===== config.mk =====
export PLATFORM = sky130hd
export DESIGN_NAME = rail_fence_zigzag_reorder
export DESIGN_NICKNAME = d
export VERILOG_FILES = /design/src/rtl/rfzr_pkg.sv /design/src/rtl/rail_fence_zigzag_reorder.sv /design/src/rtl/rfzr_ram.sv
export VERILOG_INCLUDE_DIRS = /design/src /design/src/rtl
export SDC_FILE = /design/constraint.sdc
export NUM_CORES = 1
export LEC_CHECK = 0
export ABC_AREA = 1
export BUFFER_PORTS_ARGS = -buffer_cell sky130_fd_sc_hd__buf_2
export CORE_AREA = 4 4 221 223
export DETAILED_ROUTE_END_ITERATION = 16
export DIE_AREA = 0 0 225 227
export PLACE_DENSITY_LB_ADDON = 0.1
export SLEW_MARGIN = 10
export SYNTH_ARGS = -nofsm -noshare
export SYNTH_HDL_FRONTEND = slang
export SYNTH_SLANG_ARGS = --single-unit

===== constraint.sdc =====
create_clock -name clk_i -period 4.55 [get_ports clk_i]
set_input_delay 0.91 -clock clk_i [delete_from_list [all_inputs] [get_ports clk_i]]
set_output_delay 0.91 -clock clk_i [all_outputs]
set_load 0.05 [all_outputs]

===== src/rtl/rail_fence_zigzag_reorder_assert.svh =====
// Assertion macros used by the rail fence reorder module.
`ifndef RAIL_FENCE_ZIGZAG_REORDER_ASSERT_SVH
`define RAIL_FENCE_ZIGZAG_REORDER_ASSERT_SVH

// Same-cycle implication, checked on the rising edge of clk_i outside reset.
`define RFZR_ASSERT_NOW(name, ante, cons, msg) \
  name: assert property (@(posedge clk_i) disable iff (!rst_ni) (ante) |-> (cons)) \
    else $error(msg);

// Next-cycle implication, checked on the rising edge of clk_i outside reset.
`define RFZR_ASSERT_NEXT(name, ante, cons, msg) \
  name: assert property (@(posedge clk_i) disable iff (!rst_ni) (ante) |=> (cons)) \
    else $error(msg);

`endif


===== src/rtl/rfzr_pkg.sv =====
// Package with widths shared by the rail fence reorder RTL and its bench.
`timescale 1ns / 1ps

package rfzr_pkg;

  localparam int unsigned CharW   = 8;
  localparam int unsigned RowsW   = 7;
  localparam int unsigned StrideW = 8;

  typedef logic [CharW-1:0]   char_t;
  typedef logic [RowsW-1:0]   rows_t;
  typedef logic [StrideW-1:0] stride_t;

endpackage


===== src/rtl/rail_fence_zigzag_reorder.sv =====
// Rail fence (zigzag) reordering of a byte string held in a local RAM.
// The slave stream carries one byte per request in tdata and marks the final
// byte of a string with tlast. Bytes are written into a RAM of MAX_LEN
// entries, one per cycle, with tready high while the block is loading.
// Bytes past MAX_LEN are dropped and the string is marked as overflowed.
// After the final byte the block stops taking requests and reads the string
// back in zigzag order over num_rows rows; one row, or fewer bytes than
// rows, gives the string unchanged. The master stream carries one byte per
// request with tlast on the final byte and the overflow flag in tuser.
// After the final byte is accepted, StRead issues the first RAM read and
// the first result is then valid in StSend. Each result passes through
// StRead, which steps the position through the adder and issues the RAM
// read, and then StSend, which presents the registered data. A stalled
// receiver simply holds the result and the sequencer waits. Reset empties
// the buffer and sets num_rows to one; the RAM needs no clearing since only
// bytes of the current string are read. The user must write num_rows
// through cfg_we_i and cfg_wdata_i while idle; the block does not enforce it.
`timescale 1ns / 1ps

module rail_fence_zigzag_reorder #(
  parameter int unsigned MAX_LEN = 64
) (
  input  logic                 clk_i,
  input  logic                 rst_ni,
  input  logic                 cfg_we_i,
  input  logic [6:0]           cfg_wdata_i,
  input  logic                 s_axis_tvalid,
  output logic                 s_axis_tready,
  input  logic [7:0]           s_axis_tdata,   // [7:0] in_char
  input  logic                 s_axis_tlast,   // in_last
  output logic                 m_axis_tvalid,
  input  logic                 m_axis_tready,
  output logic [7:0]           m_axis_tdata,   // [7:0] out_char
  output logic                 m_axis_tlast,   // out_last
  output logic                 m_axis_tuser    // [0] overflow
);

  `include "rail_fence_zigzag_reorder_assert.svh"

  localparam int unsigned AW = $clog2(MAX_LEN);
  localparam int unsigned CW = $clog2(MAX_LEN + 1);
  localparam int unsigned JW = $clog2(MAX_LEN + 256);

  typedef enum logic [1:0] {
    StLoad,
    StRead,
    StSend
  } state_e;

  state_e             state_q, state_d;
  rfzr_pkg::rows_t    rows_q, rows_d;
  logic [CW-1:0]      count_q, count_d;
  logic               dropped_q, dropped_d;
  logic [CW-1:0]      k_q, k_d;
  logic [JW-1:0]      j_q, j_d;
  rfzr_pkg::rows_t    r_q, r_d;
  rfzr_pkg::rows_t    rlast_q, rlast_d;
  rfzr_pkg::stride_t  step_q, step_d;
  rfzr_pkg::stride_t  cycle_q, cycle_d;
  logic               last_q, last_d;
  logic               ovf_q, ovf_d;

  rfzr_pkg::rows_t    rows_eff;
  rfzr_pkg::rows_t    r_nx;
  logic [CW-1:0]      n_new;
  logic               full;
  logic               ident;
  logic               in_acc;
  logic               out_acc;
  logic               edge_row;
  logic [JW-1:0]      sum;
  logic               ram_we;
  logic               ram_re;
  rfzr_pkg::char_t    ram_rdata;

  assign s_axis_tready = (state_q == StLoad);
  assign m_axis_tvalid = (state_q == StSend);
  assign m_axis_tdata  = ram_rdata;
  assign m_axis_tlast  = last_q;
  assign m_axis_tuser  = ovf_q;

  assign in_acc   = s_axis_tvalid && s_axis_tready;
  assign out_acc  = m_axis_tvalid && m_axis_tready;
  assign full     = (count_q == CW'(MAX_LEN));
  assign n_new    = full ? count_q : count_q + 1'b1;
  assign rows_eff = (rows_q == '0) ? rfzr_pkg::RowsW'(1) : rows_q;
  assign ident    = (rows_eff == rfzr_pkg::RowsW'(1)) || (JW'(n_new) < JW'(rows_eff));
  assign edge_row = (r_q == '0) || (r_q == rlast_q);
  assign r_nx     = r_q + 1'b1;
  assign sum      = j_q + JW'(step_q);
  assign ram_we   = in_acc && !full;
  assign ram_re   = (state_q == StRead);

  always_comb begin
    state_d   = state_q;
    rows_d    = rows_q;
    count_d   = count_q;
    dropped_d = dropped_q;
    k_d       = k_q;
    j_d       = j_q;
    r_d       = r_q;
    rlast_d   = rlast_q;
    step_d    = step_q;
    cycle_d   = cycle_q;
    last_d    = last_q;
    ovf_d     = ovf_q;
    if (cfg_we_i) begin
      rows_d = cfg_wdata_i;
    end
    case (state_q)
      StLoad: begin
        if (in_acc) begin
          count_d = n_new;
          if (full) begin
            dropped_d = 1'b1;
          end
          if (s_axis_tlast) begin
            k_d     = '0;
            j_d     = '0;
            r_d     = '0;
            cycle_d = ident ? rfzr_pkg::StrideW'(1)
                            : rfzr_pkg::StrideW'({rows_eff, 1'b0} - 8'd2);
            step_d  = ident ? rfzr_pkg::StrideW'(1)
                            : rfzr_pkg::StrideW'({rows_eff, 1'b0} - 8'd2);
            rlast_d = ident ? '0 : rows_eff - 1'b1;
            state_d = StRead;
          end
        end
      end
      StRead: begin
        last_d = (k_q == count_q - 1'b1);
        ovf_d  = dropped_q;
        k_d    = k_q + 1'b1;
        if (sum < JW'(count_q)) begin
          j_d    = sum;
          step_d = edge_row ? cycle_q : cycle_q - step_q;
        end else begin
          r_d    = r_nx;
          j_d    = JW'(r_nx);
          step_d = (r_nx == rlast_q) ? cycle_q
                                     : cycle_q - rfzr_pkg::StrideW'({r_nx, 1'b0});
        end
        state_d = StSend;
      end
      StSend: begin
        if (out_acc) begin
          if (last_q) begin
            count_d   = '0;
            dropped_d = 1'b0;
            state_d   = StLoad;
          end else begin
            state_d = StRead;
          end
        end
      end
      default: begin
        state_d = StLoad;
      end
    endcase
  end

  always_ff @(posedge clk_i or negedge rst_ni) begin
    if (!rst_ni) begin
      state_q   <= StLoad;
      rows_q    <= rfzr_pkg::RowsW'(1);
      count_q   <= '0;
      dropped_q <= 1'b0;
      k_q       <= '0;
      j_q       <= '0;
      r_q       <= '0;
      rlast_q   <= '0;
      step_q    <= '0;
      cycle_q   <= '0;
      last_q    <= 1'b0;
      ovf_q     <= 1'b0;
    end else begin
      state_q   <= state_d;
      rows_q    <= rows_d;
      count_q   <= count_d;
      dropped_q <= dropped_d;
      k_q       <= k_d;
      j_q       <= j_d;
      r_q       <= r_d;
      rlast_q   <= rlast_d;
      step_q    <= step_d;
      cycle_q   <= cycle_d;
      last_q    <= last_d;
      ovf_q     <= ovf_d;
    end
  end

  rfzr_ram #(
    .Width (rfzr_pkg::CharW),
    .Depth (MAX_LEN)
  ) u_ram (
    .clk_i   (clk_i),
    .we_i    (ram_we),
    .waddr_i (count_q[AW-1:0]),
    .wdata_i (s_axis_tdata),
    .re_i    (ram_re),
    .raddr_i (j_q[AW-1:0]),
    .rdata_o (ram_rdata)
  );

  `RFZR_ASSERT_NOW(a_no_overlap, s_axis_tready, !m_axis_tvalid, "load and send overlap")
  `RFZR_ASSERT_NOW(a_count_bound, 1'b1, count_q <= CW'(MAX_LEN), "byte count past buffer size")
  `RFZR_ASSERT_NOW(a_read_in_range, state_q == StRead, j_q < JW'(count_q), "read beyond string")
  `RFZR_ASSERT_NEXT(a_last_returns, out_acc && m_axis_tlast, s_axis_tready && (count_q == '0),
                    "block not idle after final result")

endmodule


===== src/rtl/rfzr_ram.sv =====
// Generic single-write, single-read RAM with registered read data.
`timescale 1ns / 1ps

module rfzr_ram #(
  parameter int unsigned Width = 8,
  parameter int unsigned Depth = 64
) (
  input  logic                     clk_i,
  input  logic                     we_i,
  input  logic [$clog2(Depth)-1:0] waddr_i,
  input  logic [Width-1:0]         wdata_i,
  input  logic                     re_i,
  input  logic [$clog2(Depth)-1:0] raddr_i,
  output logic [Width-1:0]         rdata_o
);

  logic [Width-1:0] mem_q [Depth];
  logic [Width-1:0] rdata_q;

  always_ff @(posedge clk_i) begin
    if (we_i) begin
      mem_q[waddr_i] <= wdata_i;
    end
    if (re_i) begin
      rdata_q <= mem_q[raddr_i];
    end
  end

  assign rdata_o = rdata_q;

endmodule


# ---- Word-level counts from Yosys, hierarchy flattened
# Memories as Yosys holds them, arrays and structs flattened. A register that Yosys moved wholly into a read port is not among the register bits.
# Cells that the tools add are included.
dict set report op_classes {
  n_eq_ne 13
  muxes 35
  magnitude_cmp 2
  n_addsub 9
  n_reduce_logical 17
}
# op n
set ops {}
lappend ops {{$mux 7} 9}
lappend ops {{$mux 8} 6}
lappend ops {{$pmux 7 s2} 3}
lappend ops {{$mux 9} 3}
lappend ops {{$add 7x1->7 const B} 3}
lappend ops {{$eq 7x7->1} 3}
lappend ops {{$pmux 9 s2} 1}
lappend ops {{$pmux 8 s2} 1}
lappend ops {{$sub 8x8->8} 2}
lappend ops {{$logic_not 7->1} 2}
lappend ops {{$sub 7x1->7 const B} 2}
lappend ops {{$ne 2x1->1 const B} 5}
lappend ops {{$add 9x8->9} 1}
lappend ops {{$lt 9x7->1} 1}
lappend ops {{$reduce_and 3->1} 3}
lappend ops {{$reduce_and 4->1} 2}
lappend ops {{$sub 8x2->8 const B} 1}
lappend ops {{$eq 7x1->1 const B} 1}
lappend ops {{$eq 7x7->1 const B} 1}
lappend ops {{$lt 7x7->1} 1}
lappend ops {{$mux 1} 7}
lappend ops {{$mux 2} 3}
lappend ops {{$pmux 2 s3} 1}
lappend ops {{$reduce_and 5->1} 1}
lappend ops {{9 further kinds} 13}
dict set report word_totals {
  word_cells 89
  ff_bits 65
  in_bits 21
  memories 1
  ramBits 512
}
# memory words width read_ports rd_clocked_by_memory_dff wr line_no
set mem_list {}
lappend mem_list {u_ram.mem_q 64 8 1 1 1 rfzr_ram.sv:17} ;# logic [Width-1:0] mem_q [Depth];

# ---- Logic depth before layout (Yosys ltp)
dict set report depth {
  word_depth 8
  mapped_depth 20
}

# ---- By module
# Synthesis repeated with hierarchy kept, for this count alone.
dict set report unflattened {
  cells_unflattened 2498
  hier_area_um2 26440.4
}
# module area_each_um2 cells_per_inst instances seq_area_each_um2
set by_module_without_submodules {}
lappend by_module_without_submodules {rfzr_ram 21419.3 1805 1 15615.0}
lappend by_module_without_submodules {rail_fence_zigzag_reorder 5021.1 693 1 1452.6}

# ---- Worst setup path after synthesis
# No wires, ideal clock.
dict set report synth_timing {
  path_kind {register to register}
  startpoint {register j_q[1]}
  endpoint {register j_q[3]}
  slack_ps 1626
  path_buffers 3
  arrival_ps 2791
  setup_ps 134
  path_stages_with_launch 20
  cell_sequence {dfrtp_1 inv_1 buf_2 buf_2 fa_1 inv_1 nand3_1 nand2_1 xor2_1 ha_1 and3_1 nand2_1 nand2_1 nand2_1 nand2_1 nor2_1 nand2_2 buf_2 nand3b_1 o211ai_1}
}
dict set report synth_via {
  elab_chain_len 4
}
# element line_no
set synth_rtl {}
lappend synth_rtl {{from (decl)} rail_fence_zigzag_reorder.sv:55} ;# logic [JW-1:0] j_q, j_d;
lappend synth_rtl {{from (signal assigned)} rail_fence_zigzag_reorder.sv:182} ;# j_q <= j_d;
lappend synth_rtl {{$add 9x8->9 (*)} rail_fence_zigzag_reorder.sv:90} ;# assign sum = j_q + JW'(step_q);
lappend synth_rtl {{$lt 9x7->1} rail_fence_zigzag_reorder.sv:134} ;# if (sum < JW'(count_q)) begin
lappend synth_rtl {{$mux 9 (*)} rail_fence_zigzag_reorder.sv:134}
lappend synth_rtl {{$pmux 9 s2 (*)} rail_fence_zigzag_reorder.sv:110} ;# case (state_q)
# Every way passes the cells marked *; elsewhere a longest branch is shown, timed or not.
# A chain may end at the register's enable or synchronous reset.

# ---- Worst setup path in the final report
# Ends and elaborated chain as after synthesis.

==> out/results.txt <==
DR iter-0 viols: 1800
Crit end category: flop
Worst Setup SP: j_q[1]$_DFFE_PN0P_
Pre-antenna DRT Iters: 5
Cell variety after synth: 40
Post-CTS Setup Bufs: 0
Design Power: 17.1 mW
# setup viols final: 0
Die area: 51100 sq um
Req. time, crit path: 5050 ps
Setup TNS: 0 ps
Seq pwr share: 0.373
CP arrival: 4470 ps
Clock Skews: 15.2 ps
CP Max Fanout: 43
Worst Reg-to-Reg Cells: 17
Cell area after synthesis: 25500 sq um
Top cell by count, worst path: nand2_1
Die Width: 225 microns
Leakage Power: 10.4 nW
Switching fraction of total power: 0.371
Final wirelength: 66.4 mm
Final HPWL DP: 39.7 mm
Hold Fails Final Rpt: 0
#FFs+latches synth: 578
Cell-internal power: 10.7 mW
Pwr Density: 609 nW/um^2
Area leader, netlist: edfxtp_1
Logic pwr share: 0.335
Pre-CTS setup slack: 643 ps
Syn Nets: 2421
Largest cells by area after synthesis: edfxtp_1 61%, nand2_1 7.3%, dfrtp_1 5.6%
Clk sinks: 578
Net switching power: 6.33 mW
Placed insts: 2896
RSZ-0062 raised after global routing: no
Critical path class: reg2reg
Yosys warnings: 0
Outcome: finished, final reports clean
Setup crit start kind: flop
Worst slew margin: 0.155
Final Cycle Share: 0.872
Initial Utilization: 0.547
Clock Pin Slew Worst Setup and Hold Paths: 60 ps
Max H-tree Level: 2
GR Layer Usage met3: 0.0383
HP Class: in2async
Root Driver: clkbuf_16
CORE AREA: 46600 sq um
Sequential fraction of the synthesis area: 0.670
IO buf count: 32
Hold_buf cts: 0
Layout cell share with drive strength beyond 1: 0.0705
Area grow syn2layout: 10.0%
Mean area per synthesized cell: 10.8 sq um
# resized after CTS: 0
Peak VDD IR: 453 uV
Nets: 2413
CTS tree: done
Layout Cells excl Fill: 3004
Max-slew violations: 0
Initial antenna violation count: 0
Vias in the first global route: 17352
Antenna-violating nets left: 0
Clock buffer depth: 3
Tightest Pin Transition: 1270 ps
First-pass GRT wire length: 102 mm
Slowest stage cell, crit path: dfrtp_4
Die H: 227 microns
# DRC: 0
Fin worst setup slack: 583 ps
GR Util met2: 0.413
# Max-Cap Violations: 0
Clock network power share: 0.291
Maximum number of pins on one net before global-route repair: 212
Cell-by-cell listing of the critical path: clkinv_2 > fa_1 > inv_1 > nand3_1 > nand2_1 > xor2_1 > ha_1 > and3_1 > nand2_1 > nand2_1 > nand2_1 > nand2_1 > nor2_1 > nand2_2 > nor2_2 > nand2_1 > o211ai_1
Routability congestion estimate: 0.875
Crit path depth: 17
Row count: 79
Yosys top cell area share: 0.613
Top achievable clock speed: 252 MHz
Gr usage total: 0.261
Grt met1 use: 0.382
Via count: 17918
Global route overflow: 0
Via-to-Cell Ratio: 5.96
Clock latency on the worst-skew pair: 620 ps
Critical path buffers and inverters: 2
CP peak stage delay: 710 ps
Period minus WS final: 3970 ps
Most Crowded Layer GR: met2
Syn Inst Count: 2357
Ports: 33
Delay-heaviest family, CP: simple AND/OR/NAND/NOR gates
CTS Buf Count: 58
Antenna Cells: 0
FF-to-FF Start: j_q[1]$_DFFE_PN0P_
Average routed wire per standard cell: 22.1 microns
-- registers in the layout (all words and copies together), names as in the netlist --
| register | count |
|---|---|
| state_q | 2 |
| u_ram.rdata_o | 8 |
| u_ram.mem_q | 512 |
| dropped_q | 1 |
| k_q | 7 |
| rlast_q | 7 |
| m_axis_tuser | 1 |
| m_axis_tlast | 1 |
| j_q | 9 |
| rows_q | 7 |
| step_q | 8 |
| cycle_q | 1 |
| count_q | 7 |
| r_q | 7 |
-- worst paths after layout --
kind	slack, ps	endpoint
max	580	j_q[3]$_DFFE_PN0P_
min	410	rlast_q[6]$_DFFE_PN0P_
max reg2reg	580	j_q[3]$_DFFE_PN0P_
min reg2reg	490	m_axis_tuser$_DFFE_PN0P_
max in group asynchronous	3280	rows_q[0]$_DFFE_PN1P_
min in group clk_i	490	m_axis_tuser$_DFFE_PN0P_
-- cell type report --
| cell class | count | area (sq um) |
|---|---|---|
| clock buffers | 66 | 1500 |
| clock inverters | 42 | 479 |
| fillers | 3843 | 18500 |
| inverters | 108 | 412 |
| multi-input cells | 1547 | 7400 |
| flip-flops and latches | 578 | 17100 |
| well taps | 607 | 759 |
| repair buffers | 56 | 403 |
-- power by group through the flow --
stage          clock network [mW]  logic [mW]  registers [mW]
6_report                     4.98        5.73            6.38
5_1_grt                      5.26        6.41            6.41
4_1_cts                      5.02        5.68            6.38
3_5_place_dp                    0        5.66            6.49
3_3_place_gp                    0        5.62            6.48
2_1_floorplan                   0        4.06            6.45
-- cell usage after synthesis --
library cell and n:
o211ai_1 4, dfrtp_1 57, buf_6 8, buf_8 1, a211oi_1 1, a21oi_1 19, buf_1 5, o2111ai_1 1
and2_1 2, ha_1 40, o22ai_1 135, nor2_4 2, nor2_1 365, clkbuf_1 63, xor2_1 21, xnor2_1 11
dfstp_2 1, and3_1 2, clkbuf_2 3, nor2_2 8, edfxtp_1 520, inv_1 102, fa_1 3, inv_2 5
buf_2 40, nor3b_1 1, nor3_1 3, o21ai_1 21, a31oi_1 3, nand4_1 22, a21oi_2 1, nand3b_1 3
buf_4 4, nand3_1 110, nand2_1 498, a21o_1 2, o21ai_0 263, clkinv_1 1, nand2_2 5, o32ai_1 1
-- layer usage --
layer	up-vias	routed length, microns
met3	119	4700
li1	8237	-
met1	8828	29200
met5	-	0
met4	0	1670
met2	734	30900
-- worst register-to-register path: cells and delay by family (launching register included) --
kind / cells / cell delay, ps
DFF: 1 / 710
and+or+nand+nor: 11 / 1400
xor gates and xnor gates: 1 / 220
AOI/OAI and AO/OA: 1 / 100
buffers and inverters: 2 / 570
adders and majority gates: 2 / 870
-- metrics by stage --
stage,hold WS (ps),util,area [sq um]
3_3_place_gp,463,0.560,26100
3_5_place_dp,460,0.560,26100
2_1_floorplan,442,-,25500
4_1_cts,424,0.602,28000
5_1_grt,471,0.602,28000
6_report,413,0.602,28000
-- cells in the final DEF (no fill, tap or decap), types with 22 or more instances in the layout --
master and n:
edfxtp_1 520, nand2_1 498, nor2_1 364, o21ai_0 263
o22ai_1 135, nand3_1 110, inv_1 99, clkbuf_16 59
dfrtp_1 54, ha_1 40, buf_2 27, buf_4 25
nand4_1 22
-- kinds of logic (layout without fill, tap and decap cells) --
logic type	Yosys count	after routing	share of synthesized area
xor gates and xnor gates	32	32	0.0110
DFF	578	578	0.670
buffers and inverters	232	272	0.0397
AOI/OAI and AO/OA	451	451	0.0965
adders and majority gates	43	43	0.0220
and+or+nand+nor	1021	1021	0.161
(Power assumes the default switching activity.)
